==> src/hdl/rffsa_pkg.sv <==
// Shared types and constants of the row first-fit span allocator.
// Depends on nothing; rffsa_scan, the top level and the testbench import it.
package rffsa_pkg;

    localparam int RUN_W      = 7;   // run lengths and column counts
    localparam int CFG_ROWS_W = 9;
    localparam int CFG_COLS_W = 7;
    localparam int ROW_OUT_W  = 8;
    localparam int CNT_W      = 17;  // row counters, wide enough for any row plus one group
    localparam int ADDR_W     = 3;
    localparam int DATA_W     = 32;

    localparam logic MODE_WRITE = 1'b0;
    localparam logic MODE_ERASE = 1'b1;

    localparam logic REG_ROWS = 1'b0;
    localparam logic REG_COLS = 1'b1;

    typedef struct packed {
        logic       mode;
        logic [9:0] word_id;
        logic [6:0] word_len;
    } in_word_t;

    typedef struct packed {
        logic                 found;
        logic [ROW_OUT_W-1:0] row_index;
    } out_word_t;

    typedef enum logic [3:0] {
        S_CLEAR,
        S_IDLE,
        S_G_RD,
        S_G_CHK,
        S_R_RD,
        S_R_CHK,
        S_SCAN,
        S_PLACE,
        S_ID_CHK,
        S_E_MOD,
        S_E_WR,
        S_RF_SCAN,
        S_GM_RD,
        S_GM_CHK,
        S_FINISH
    } state_t;

    typedef struct packed {
        logic clear;
        logic step;
        logic used;
    } scan_ctrl_t;

    typedef struct packed {
        logic             hit;
        logic [RUN_W-1:0] best;
    } scan_stat_t;

endpackage

==> src/hdl/rffsa_scan.sv <==
// Shared column scan unit: counts the current free run and the longest run,
// and flags when the run reaches the requested length. Uses rffsa_pkg.
module rffsa_scan
    import rffsa_pkg::*;
(
    input  logic             clk,
    input  logic             rst_n,
    input  scan_ctrl_t       ctrl,
    input  logic [RUN_W-1:0] len,
    output scan_stat_t       stat
);

    logic [RUN_W-1:0] run_reg;
    logic [RUN_W-1:0] run_next;
    logic [RUN_W-1:0] best_reg;
    logic [RUN_W-1:0] best_next;
    logic [RUN_W-1:0] run_inc;

    assign run_inc = run_reg + RUN_W'(1);

    // advance the run on one cell, or restart it
    always_comb
    begin
        run_next  = run_reg;
        best_next = best_reg;
        if (ctrl.clear)
        begin
            run_next  = '0;
            best_next = '0;
        end
        else if (ctrl.step)
        begin
            run_next = ctrl.used ? '0 : run_inc;
            if (run_next > best_reg)
            begin
                best_next = run_next;
            end
        end
    end

    always_ff @(posedge clk or negedge rst_n)
    begin
        if (!rst_n)
        begin
            run_reg  <= '0;
            best_reg <= '0;
        end
        else
        begin
            run_reg  <= run_next;
            best_reg <= best_next;
        end
    end

    assign stat.hit  = ctrl.step && !ctrl.clear && !ctrl.used && (run_inc == len);
    assign stat.best = best_reg;

endmodule

==> config.mk <==
export PLATFORM = sky130hd
export DESIGN_NAME = rffsa_scan
export DESIGN_NICKNAME = d
export VERILOG_FILES = /design/src/hdl/rffsa_pkg.sv /design/src/hdl/rffsa_scan.sv
export SDC_FILE = /design/constraint.sdc
export NUM_CORES = 1
export LEC_CHECK = 0
export ABC_AREA = 1
export BUFFER_PORTS_ARGS = -buffer_cell sky130_fd_sc_hd__buf_2
export CAP_MARGIN = 25
export CELL_PAD_IN_SITES_DETAIL_PLACEMENT = 0
export CELL_PAD_IN_SITES_GLOBAL_PLACEMENT = 2
export CORE_AREA = 2 2 69 71
export CTS_CLUSTER_SIZE = 40
export DETAILED_ROUTE_END_ITERATION = 12
export DIE_AREA = 0 0 71 73
export GPL_TIMING_DRIVEN = 0
export HOLD_SLACK_MARGIN = 0.08
export PLACE_DENSITY = 0.69
export SLEW_MARGIN = 20
export SYNTH_ARGS = -nofsm -noshare
export SYNTH_HDL_FRONTEND = slang
export SYNTH_SLANG_ARGS = --single-unit
==> constraint.sdc <==
create_clock -name clk -period 2.15 [get_ports clk]
set_clock_uncertainty 0.2 [all_clocks]
set_input_delay 0.1075 -clock clk [delete_from_list [all_inputs] [get_ports clk]]
set_output_delay 0.1075 -clock clk [all_outputs]
set_load 0.1 [all_outputs]
# Word level (Yosys, flattened, before mapping)
# Index checks and enable logic that the tools add are counted.
# totals
regBits	14
latch_bits	0
ram_bits	0
romBits	0
inputBits	12
output_inout_bits	8
wordCells	19
n_memories	0
# op_classes
n_addsub	1
multipliers	0
div_mod_pow	0
magnitude_cmp	1
eq_ne	1
shift	0
muxes	6
bitwise	0
n_reduce_logical	8
# op_table
cell	count
7-bit two-way mux	6
7-bit by 1-bit adder with 7-bit output (second input constant)	1
7-bit == test	1
7-bit > comparator	1
2-bit nonzero test	2
1-bit logical AND	3
1-bit logical NOT	2
2-bit AND reduction	1

# Logic depth before layout (Yosys ltp)
# logic_depth
ltp_word	6
depth_mapped	16
mapped_depth_nobuf	16

# Worst setup path before layout
# No wires, ideal clock.
# synth_timing
path_kind	register to output
start	reg run_reg[0]
end	out stat[7] (netlist name)
t_arrival_ns	2.383
t_required_ns	1.842
slack_ns	-0.541
path_stages_with_launch	11
n_path_buf	0
path_cell_list	dfrtp_1 > ha_1 > nand2_2 > nor2_4 > nand2_1 > nand2_1 > nand2_2 > nand2_1 > nand2_1 > nand2_1 > nor2_1
# synth_lines
element	line	rtl
start: declaration	rffsa_scan.sv:13	logic [RUN_W-1:0] run_reg;
start signal: assignment	rffsa_scan.sv:50	run_reg <= run_next;
end: declaration	rffsa_scan.sv:10	output scan_stat_t stat

# Worst setup path in the final report
# layout_timing
start	reg run_reg[1]
end	reg best_reg[5]
# layout_between
elab_chain_cells	5
elab_cells_between_ends	8
cone_classes	1 x add/sub; 1 x order compare; 4 x mux; 2 x reduce/logical
# layout_lines
element	line	rtl
7-bit by 1-bit adder with 7-bit output *	rffsa_scan.sv:19	assign run_inc = run_reg + RUN_W'(1);
7-bit two-way mux *	rffsa_scan.sv:33	run_next = ctrl.used ? '0 : run_inc;
7-bit > comparator / 7-bit two-way mux (equally long branches)	rffsa_scan.sv:34	if (run_next > best_reg)
2-bit nonzero test (no source line) / 7-bit two-way mux (equally long branches)	--	
2-bit AND reduction (no source line) / 7-bit two-way mux (equally long branches)	--	
end signal: assignment	rffsa_scan.sv:51	best_reg <= best_next;
end: declaration	rffsa_scan.sv:15	logic [RUN_W-1:0] best_reg;
# Mark *: on every way between the ends. The rest lies on a longest branch, timed or not. The select of a mux whose other input is x is not followed.
# A chain may end at the register's enable or synchronous reset.

==> results.sh <==
export IMPL_status="complete, but fails checks"
export IMPL_violations="setup timing"
export IMPL_final_core_util_pct=34.84
export IMPL_place_ws_ns=-0.4713
export IMPL_worstPathCellList="ha_4 -> nand2_4 -> nor2_4 -> nand2_1 -> nand2_1 -> nand2_2 -> nor2_4 -> ha_4 -> nand2_4 -> nor2_4 -> nand2_1 -> nand2_2 -> nand2_4 -> nor2_4 -> nand2_1 -> nand2_1"
export IMPL_num_antenna_cells=0
export IMPL_seq_area_frac_synth_pct=33.53
export IMPL_fin_crit_ns=2.374
export IMPL_yosysWarningCount=0
export IMPL_synth_area_um2=1045
export IMPL_synth_edf_count=0
export IMPL_final_setup_worst_slack_ns=-0.2242
export IMPL_clock_sinks=14
export IMPL_multi_input_area_um2=742.0
export IMPL_start_kind="flip-flop"
export IMPL_cts_root_buf="clkbuf_8"
export IMPL_path_buf_inv=0
export IMPL_cp_slowest_cell="dfrtp_1"
export IMPL_fillers=480
export IMPL_numCtsBuffers=3
export IMPL_ir_drop_mv=0.1952
export IMPL_nets=212
export IMPL_portBuffers=18
export IMPL_min_path_type="input port to async pin"
export IMPL_postPlaceCellArea_um2=1219
export IMPL_cts_tree="done"
export IMPL_areaGrowthSynthToFinish_pct=51.26
export IMPL_syn_inst=154
export IMPL_power_density_nw_per_um2=430.1
export IMPL_crit_family="simple AND/OR/NAND/NOR gates"
export IMPL_dr_total_vias=1082
export IMPL_grt_first_pass_wirelength_um=5009
export IMPL_critPathMaxFanout=6
export IMPL_die_w_um=71
export IMPL_core_area_um2=4536
export IMPL_path_clk_slew_ns=0.07
export IMPL_clkLatencyLatePin_ns=0.25
export IMPL_worstPathArrival_ns=2.36
export IMPL_track_usage_pct=12.21
export IMPL_hold_violations=0
export IMPL_dp_hpwl_um=1979
export IMPL_dr_pass1_iters=4
export IMPL_final_antenna_net_count=0
export IMPL_cts_max_level=1
export IMPL_cts_buffer_depth=2
export IMPL_finalSetupViolCount=8
export IMPL_fin_crit_sh_pct=110.4
export IMPL_fin_area_um2=1580
export IMPL_grt_overflow_total=0
export IMPL_critPathCaptureType="flip-flop"
export IMPL_avgSynthCellArea_um2=6.784
export IMPL_fin_cells=245
export IMPL_wl_um=2760
export IMPL_die_h_um=73
export IMPL_cp_slowest_stage_delay_ns=0.43
export IMPL_drt_initial_drc_count=53
export IMPL_antenna_found_initial=0
export IMPL_ys_ff_latch=14
export IMPL_synth_cell_types=20
export IMPL_dieArea_um2=5183
export IMPL_drv_cap=0
export IMPL_drive_above_1_share_pct=38.22
export IMPL_clock_fmax_ghz=0.4212
export IMPL_grt_setup_unrepaired="yes"
export IMPL_required_ns=2.13
export IMPL_crit_type="flip-flop to flip-flop"
export IMPL_place_congestion=0.7378
export IMPL_drv_slew=0
export IMPL_synth_fp_nets=174
export IMPL_wl_per_cell_um=11.27
export IMPL_synth_flop_cell="dfrtp_1"
export IMPL_numPlacedInstances=226
export IMPL_grt_max_degree=15
export IMPL_worst_slew_pin_slew_ns=0.4872
export IMPL_num_io_pins=20
export IMPL_std_cell_rows=25
export IMPL_start_util_pct=23.03
export IMPL_power_leakage_nw=0.7601
export IMPL_route_detailed_drc=0
export IMPL_async_flop_share_pct=100.0
export IMPL_grt_pass1_vias=1110
export IMPL_path_common_cell="nand2_1"
export IMPL_slew_headroom_pct=67.52
export IMPL_vias_per_cell=4.416
export IMPL_seqCellArea_um2=356.6
-- final timing paths --
path | end | from | depth (start not counted) | slack [ns]
worst max-delay path | best_reg[5] | run_reg[1] | 16 | -0.22
worst min-delay path | best_reg[1] | rst_n | 2 | 0.09
worst max register to register | best_reg[5] | run_reg[1] | 16 | -0.22
worst min register to register | best_reg[3] | best_reg[3] | 2 | 0.32
max in group asynchronous | best_reg[5] | rst_n | 2 | 1.39
min in group clk | best_reg[3] | ctrl[2] | 4 | 0.14
-- what timing repair did --
action	CTS	global route
setup buffers	7	3
hold buffers	4	1
pin swaps	14	22
resized for setup	17	23
endpoints found under the hold margin	23	6
setup endpoints to repair	8	9
-- power by group --
part           leakage [nW]  switching (mW)  internal [mW]
Clock                0.0288           0.103          0.162
Combinational         0.545          0.0833         0.0603
Sequential            0.186         0.00395          0.267
Total                 0.760           0.190          0.490
-- cell usage after synthesis (3+ instances only) --
cell type	count	share of area (%)
nor2_1	10	3.6
nand3b_1	3	2.2
a21oi_1	3	1.4
nand4_1	3	1.8
dfrtp_1	14	34
nand3_1	15	7.2
o22ai_1	5	3.0
nand2_1	50	18
nand2_2	4	2.4
inv_1	26	9.3
ha_1	8	9.6
-- cell type report --
class	instances	area share, %
multi-input combinational	112	46.95
sequential	14	22.57
timing repair buffer	33	16.07
inverter	27	6.413
tap	54	4.276
clock buffer	4	3.484
buffer	1	0.2375
-- metrics by stage --
step	setup TNS (ns)	hold WS, ns	power, mW
finish	-1.485	0.09060	0.6797
global route	-2.819	0.1198	0.7256
CTS	-1.772	-0.006603	0.6748
detailed placement	-3.122	-0.1616	0.3726
global placement	-3.032	-0.1695	0.3717
floorplan	-0.7091	-0.3881	0.3387
-- layer usage --
metal	part of all wire [%]	global-route usage, %
met5	0	0
met4	0.98	5.451
met3	2.2	1.519
met2	52	21.18
met1	44	15.18
-- placed cells by master, fill, tap and decap left out --
cell,instances
o21ai_1,1
inv_2,2
buf_12,2
o21ai_2,2
a21oi_4,1
nor3_1,1
clkbuf_8,4
clkinv_1,1
o21ai_0,1
nand3_2,3
ha_1,4
inv_1,24
buf_6,3
nand2_2,7
dlygate4sd3_1,5
dfrtp_1,9
buf_4,6
nand4_1,3
nand3b_1,3
clkbuf_1,1
a21oi_1,1
or2_2,1
nand2_4,4
ha_4,4
dfrtp_2,5
a21oi_2,1
nor2_2,6
nor2_4,5
nand3_1,13
nand2_1,43
buf_2,17
o22ai_1,5
nor2_1,3
-- cells by family after synthesis --
kind of cell / count (synthesis) / synth area share, %
adder cells (fa/ha/maj): 8 / 9.581
flip-flops: 14 / 33.53
AND/OR/NAND/NOR: 92 / 40.48
AO/OA/AOI/OAI: 12 / 6.347
buffers and inverters: 28 / 10.06
(Power assumes the default switching activity.)
