$ cat src/hdl/rffsa_ram.sv
// Generic single-write, single-read RAM with registered read data.
// Depends on nothing.
module rffsa_ram #(
    parameter int WIDTH = 8,
    parameter int DEPTH = 16
) (
    input  logic                                  clk,
    input  logic                                  we,
    input  logic [(DEPTH > 1 ? $clog2(DEPTH) : 1)-1:0] waddr,
    input  logic [WIDTH-1:0]                      wdata,
    input  logic [(DEPTH > 1 ? $clog2(DEPTH) : 1)-1:0] raddr,
    output logic [WIDTH-1:0]                      rdata
);

    logic [WIDTH-1:0] mem [DEPTH];
    logic [WIDTH-1:0] rdata_reg;

    // write port and registered read port
    always_ff @(posedge clk)
    begin
        if (we)
        begin
            mem[waddr] <= wdata;
        end
        rdata_reg <= mem[raddr];
    end

    assign rdata = rdata_reg;

endmodule

$ cat config.mk
export PLATFORM = sky130hd
export DESIGN_NAME = rffsa_ram
export DESIGN_NICKNAME = d
export VERILOG_FILES = /design/src/hdl/rffsa_ram.sv
export SDC_FILE = /design/constraint.sdc
export NUM_CORES = 1
export LEC_CHECK = 0
export BUFFER_PORTS_ARGS = -buffer_cell sky130_fd_sc_hd__buf_2
export CAP_MARGIN = 10
export CORE_UTILIZATION = 54
export CTS_CLUSTER_SIZE = 20
export DETAILED_ROUTE_END_ITERATION = 16
export GPL_TIMING_DRIVEN = 1
export PLACE_DENSITY = 0.74
export SYNTH_ARGS = -nofsm -noshare
export SYNTH_HDL_FRONTEND = slang
export SYNTH_SLANG_ARGS = --single-unit
$ cat constraint.sdc
create_clock -name clk -period 1.6 [get_ports clk]
set_clock_uncertainty 0.1 [all_clocks]
set_input_delay 0.16 -clock clk [delete_from_list [all_inputs] [get_ports clk]]
set_output_delay 0.16 -clock clk [all_outputs]
set_load 0.03 [all_outputs]
Word level (Yosys, flattened, before mapping). Memories as Yosys holds them, arrays and structs flattened. A register that Yosys moved wholly into a read port is not among the register bits. Index checks and enable logic that the tools add are counted.

Logic and storage cells: 3. Memories kept: 1. RAM bits: 128. Register bits after elaboration: 0. Output and inout port bits: 8. Input bits: 18.

Mux-type cells: 2.

Memories: mem (words 16, bits a word 8, read ports 1, clocked after Yosys merged registers in 1, write ports 1, RTL line 15) `logic [WIDTH-1:0] mem [DEPTH];`.

Operators by type and width (number): $mux W1 (2).

Logic depth before layout (Yosys ltp). Gate-level depths: netlist of the first run.

Word-level depth: 2. Mapped depth: 5. Gate-level depth less buffers: 3.

Worst setup path before layout of the first run. OpenSTA, ideal clock, no wires.

Kind: input-to-reg. Start: input port waddr[2] (netlist bit). End: memory mem[0][0] (enable). Path slack: -153 ps. Setup time: 383 ps. Arrival time: 1270 ps. Cell stages on the path: 2. Required time: 1117 ps. Cell sequence: or3b_2 > nor3_1.

RTL lines: start: declaration (RTL line 9) `input logic [(DEPTH > 1 ? $clog2(DEPTH) : 1)-1:0] waddr,`; end: declaration (RTL line 15).

Straight into the memory's write port.

==> results of run 1 <==
power by group through the flow:
stage / logic [mW] / registers (mW) / clock network (mW)
2_1_floorplan: 0.202 / 4.12 / 0
6_report: 0.431 / 4.01 / 4.23
3_3_place_gp: 0.409 / 4.08 / 0
4_1_cts: 0.438 / 4.01 / 4.27
3_5_place_dp: 0.419 / 4.08 / 0
5_1_grt: 0.465 / 4.01 / 4.41
final timing paths:
kind	endpoint	slack [ps]
min reg2reg	rdata[1]	580
max reg2reg	rdata[4]	160
max	rdata[4]	160
min	mem[0][5]	90
cells in the mapped netlist, types with 2 or more instances:
cell type / n / area (µm²)
buf_2: 3 / 15.0
a22oi_1: 16 / 120
nand3b_1: 2 / 15.0
nor3_1: 4 / 20.0
buf_6: 3 / 33.8
clkdlybuf4s25_2: 3 / 30.0
nand2b_1: 2 / 12.5
nand2_1: 9 / 33.8
edfxtp_1: 128 / 3840
mux4_1: 14 / 368
dfxtp_1: 8 / 160
mux4_2: 18 / 405
nor2_1: 13 / 48.8
kinds of logic after synthesis:
kind of cell           Yosys count  synth area share, %
buffers and inverters           10                 1.68
DFF                            136                 77.8
AOI/OAI and AO/OA               16                 2.33
muxes                           32                 15.0
and+or+nand+nor                 35                 3.18
area by class of cell:
| type | count | area, µm² | share of cell area (%) |
|---|---|---|---|
| Clock inverter | 13 | 226 | 3.60 |
| Sequential cell | 136 | 4000 | 63.6 |
| Multi-Input combinational cell | 83 | 1060 | 16.9 |
| Tap cell | 129 | 161 | 2.57 |
| Timing Repair Buffer | 56 | 415 | 6.60 |
| Clock buffer | 19 | 422 | 6.70 |
routing by layer:
metal  vias up  wire length (µm)  GRT usage (%)
met5         -                 0              0
met4         0               147           11.1
met2        80              4640           33.3
li1       1102                 -              -
met1      1249              4070           28.9
met3        10               495           4.29
stage by stage:
step	worst slack (ps)	area [µm²]	total power [mW]	hold slack, ps	std cells
floorplan	73.9	5150	4.32	159	229
global placement	-70.0	5560	4.49	445	396
detailed placement	-80.7	5560	4.50	452	396
CTS	150	6290	8.72	71.1	436
global route	107	6290	8.89	89.6	436
finish	163	6290	8.67	94.0	436
tightest hold or removal path: stages:
cell and delay (ps):
buf_2 140, nor3_2 60, buf_4 170
==> results by group, run 1 <==
Status
  • Status: finished clean

Worst setup path
  • Worst Setup SP: mem[9][4]
  • WP data arrival: between 1500 and 2000 ps
  • Worst setup EP type: flip-flop
  • Crit-path cells: mux4_1, a22oi_1, nand2_1
  • Critical path depth in cells: 3
  • R2r startpoint: mem[9][4]
  • Worst Reg-to-Reg Cells: 3
  • CP max-delay cell: mux4_1
  • Critical path peak fanout: 1
  • CP bufs+invs: 0
  • Worst Path Required: 1880 ps
  • Setup crit start kind: flip-flop
  • Crit path max-delay family: multiplexers
  • Slowest stage delay, CP: roughly 500 ps
  • Worst setup path category: flip-flop to flip-flop

Cells and area
  • Layout net count: 312
  • Synthesis-to-finish area growth: 22.2%
  • Most frequent cells in the layout: 128 x edfxtp_1, 25 x buf_2, 20 x buf_4, 18 x mux4_2
  • Share of layout cells above drive strength 1: a little under a third
  • # diodes: 0
  • Final core utilization: a little under 70%
  • # fillers: between 500 and 600
  • Number of flip-flops in the largest register: between 100 and 150
  • Most common cell after layout, fill and taps aside: edfxtp_1

Logic synthesis
  • Post-Syn Instances: ~230
  • Syn_nets: 247
  • Mapped Avg Cell Area: about 22 µm²
  • Netlist Area Pre-Place: approximately 5100 µm²
  • Yosys warnings: 0
  • Post-synthesis sequential area ratio: approximately 78%
  • Asr flop ratio synth: 0%
  • Post-synthesis cell type count: 19
  • #FFs+latches synth: around 140
  • Ys flop type: edfxtp_1
  • Number of synthesized flops with an enable pin: around 130

Worst hold path
  • Hold Path Depth: 3
  • Tightest Hold Check Type: input port to flip-flop
  • HP Start: waddr[0]

Power and ir drop
  • PD cells: between 1000 and 1500 nW/µm²
  • P_leak: 2.17 nW
  • Switch Pwr: 1.66 mW
  • Clk pwr share: approximately 49%
  • Flop pwr share: approximately 46%
  • VDD IR max: 0.903 mV
  • Internal power: approximately 7 mW
  • Comb pwr share: ~5.0%
  • Net Sw Frac: a little under a fifth

Floorplanning
  • Die area: between 9000 and 10,000 µm²
  • Num ports: 26
  • Core footprint: around 9000 µm²
  • Die extent in x: 99.6 µm
  • Die height: ~100 µm
  • Site row count: 35
  • Initial Utilization: between 50 and 60%

Drt
  • Vias per std cell: 5.60
  • Routed vias: between 2,000 and 2,500
  • Routed wire length: 9360 µm
  • TritonRoute pass-1 iters: 4
  • DRT iter0 DRCs: 170
  • WL/cell: 21.5 µm
  • # DRC: 0
  • Post-route ant nets: 0

STA
  • Setup TNS: 0 ps
  • Min cycle time layout: 1440 ps
  • Fmax: 696 MHz
  • RSZ-0062 raised after global routing: no
  • Max_slew headroom: between 40% and 50%
  • Worst slew pin tran: between 800 and 900 ps
  • Final setup fails: 0
  • Max Slew Vio Count: 0
  • Period utilization: about nine tenths
  • Final Hold Viols: 0

CTS
  • Clock root buffer: clkbuf_8
  • # H-tree levels: 4
  • CTS max path bufs: 2
  • Reg clk slew, reported paths: roughly 60 ps
  • CTS sink count: around 140
  • Hold_buf cts: 8
  • Clk Latency, worst-skew pair: 520 ps
  • CTS tree: yes
  • Total CTS buffers: 17
  • Setup repair bufs after CTS: 0
  • # resized after CTS: 0

Global routing
  • First-pass GRT wire length: around 14,000 µm
  • Total GRT Usage: 21.3%
  • Vias in the first global route: ~2,500
  • Grt ovf: 0
  • Largest net degree at the start of global routing: 33
  • Initial antenna violation count: 0

Run
  • Max-cap violation count: 0

Placement
  • Port Buffer Count: 25
  • DP HPWL: 5850 µm
  • GPL Wtd Cong: just over 0.7
No activity file was read; power rests on OpenSTA's default activity.
==> run 2, diff against run 1 <==
- MAX_ROUTING_LAYER: unset -> met4
==> results by group, run 2 (same netlist as run 1, synthesis figures left out) <==
STA
  • Fmax: 700 MHz (+0.54%)
  • Min cycle time layout: 1430 ps (-7.65 ps)
  • Final Hold Viols: 0 (unchanged)
  • Max_slew headroom: 43.4% (+1.2 points)
  • Period utilization: 89.3% (-0.48 points)
  • Final setup fails: 0 (unchanged)
  • Worst slew pin tran: 848 ps (-17.6 ps)
  • Setup ws final: 171 ps (+7.65 ps)
  • RSZ-0062 raised after global routing: no
  • Max Slew Vio Count: 0 (unchanged)

Floorplanning
  • Die area: 9930 µm² (unchanged)
  • Die height: 99.6 µm (unchanged)
  • Core footprint: 9240 µm² (unchanged)
  • Die extent in x: 99.6 µm (unchanged)
  • Initial Utilization: 55.7% (unchanged)
  • Site row count: 35 (unchanged)
  • Num ports: 26 (unchanged)

CTS
  • Reg clk slew, reported paths: 60 ps (about the same)
  • Total CTS buffers: 17 (unchanged)
  • # H-tree levels: 4 (unchanged)
  • CTS max path bufs: 2 (unchanged)
  • # resized after CTS: 0 (unchanged)
  • CTS sink count: 136 (unchanged)
  • Clk Latency, worst-skew pair: 520 ps (about the same)
  • CTS tree: yes
  • Clock root buffer: clkbuf_8

Placement
  • Placed cell area: 5560 µm² (unchanged)
  • GPL Wtd Cong: 0.734 (+1.2%)
  • Placed Cells: 396 (unchanged)
  • DP HPWL: 5850 µm (unchanged)
  • Post-Place Setup Slack: -80.7 ps (unchanged)
  • Port Buffer Count: 25 (unchanged)

Global routing
  • Total GRT Usage: 22.1% (+0.82 points)
  • First-pass GRT wire length: 14,500 µm (+0.43%)
  • Vias in the first global route: 2,534 (+0.32%)
  • Initial antenna violation count: 0 (unchanged)
  • Grt ovf: 0 (unchanged)
  • Largest net degree at the start of global routing: 33 (unchanged)

Worst setup path
  • Worst setup EP type: flip-flop
  • Crit-path cells: mux4_1, a22oi_1, nand2_1
  • Worst setup path category: flip-flop to flip-flop
  • Slowest stage delay, CP: 500 ps (about the same)
  • Worst Path Required: 1880 ps (about the same)
  • Setup crit start kind: flip-flop
  • Crit path max-delay family: multiplexers
  • Critical path peak fanout: 1 (unchanged)
  • CP bufs+invs: 0 (unchanged)
  • WP data arrival: 1710 ps (about the same)
  • CP max-delay cell: mux4_1

Cells and area
  • Post-route insts no fill: 436 (unchanged)
  • Fin area: 6290 µm² (unchanged)
  • Final core utilization: 68.1% (unchanged)
  • Synthesis-to-finish area growth: 22.2% (unchanged)
  • Share of layout cells above drive strength 1: 31.6% (unchanged)
  • Number of flip-flops in the largest register: 128 (unchanged)
  • Most common cell after layout, fill and taps aside: edfxtp_1
  • Most frequent cells in the layout: 128 x edfxtp_1, 25 x buf_2, 20 x buf_4, 18 x mux4_2
  • # diodes: 0 (unchanged)
  • Layout net count: 312 (unchanged)
  • # fillers: 556 (unchanged)

Power and ir drop
  • VDD IR max: 0.896 mV (-0.75%)
  • P_leak: 2.17 nW (unchanged)
  • PD cells: 1380 nW/µm² (about the same)

Drt
  • WL/cell: 21.6 µm (+0.50%)
  • TritonRoute pass-1 iters: 4 (unchanged)
  • # DRC: 0 (unchanged)
  • Post-route ant nets: 0 (unchanged)
  • DRT iter0 DRCs: 182 (+7.1%)
  • Routed vias: 2,450 (+0.37%)
  • Vias per std cell: 5.62 (+0.37%)
  • Routed wire length: 9400 µm (+0.50%)

Status
  • Status: finished clean

Worst hold path
  • Tightest Hold Check Type: input port to flip-flop

Run
  • Max-cap violation count: 0 (unchanged)
run 2: cell counts in the layout (fill, tap and decap cells not counted):
Identical to the previous run, type by type.
run 2: timing repair:
action / CTS / global route
setup buffers: 0 / 0
hold buffers: 8 / 0
hold endpoints to repair: 128 / 0
run 2: final timing paths:
path | end | slack [ps] | startpoint | depth (start not counted)
hold reg to reg | rdata[5] | 580 | mem[8][5] | 3
hold / removal | mem[0][7] | 100 | waddr[0] | 3
setup / recovery | rdata[4] | 170 | mem[9][4] | 3
setup reg to reg | rdata[4] | 170 | mem[9][4] | 3
run 2: worst min-delay path: stages:
cell and delay [ps]:
buf_2 140, nor3_2 60, buf_4 170
run 2: routing by layer:
layer	up-vias	part of all wire, %	track usage (%)	wire length, µm
li1	1103	-	-	-
met1	1257	44	28.9	4110
met2	83	51	33.5	4760
met3	7	4.6	4.71	431
met4	0	1.1	10.7	104
met5	-	0	-	0
run 2: cell type report:
| cell class | count | area, µm² | share of cell area [%] |
|---|---|---|---|
| well taps | 129 | 161 | 2.57 |
| multi-input cells | 83 | 1060 | 16.9 |
| clock inverters | 13 | 226 | 3.60 |
| flip-flops and latches | 136 | 4000 | 63.6 |
| repair buffers | 56 | 415 | 6.60 |
| clock buffers | 19 | 422 | 6.70 |
run 2: report_power, final:
part           switching [mW]  internal (mW)
clock                    1.39           2.84
combinational           0.249          0.183
sequential             0.0245           3.98
total                    1.67           7.00
run 2: through the flow:
stage / total power [mW] / hold slack [ps] / TNS (ps)
finish: 8.67 / 98.7 / 0
global route: 8.90 / 86.8 / 0
CTS: 8.72 / 71.1 / 0
detailed placement: 4.50 / 452 / -204
global placement: 4.49 / 445 / -121
floorplan: 4.32 / 159 / 0
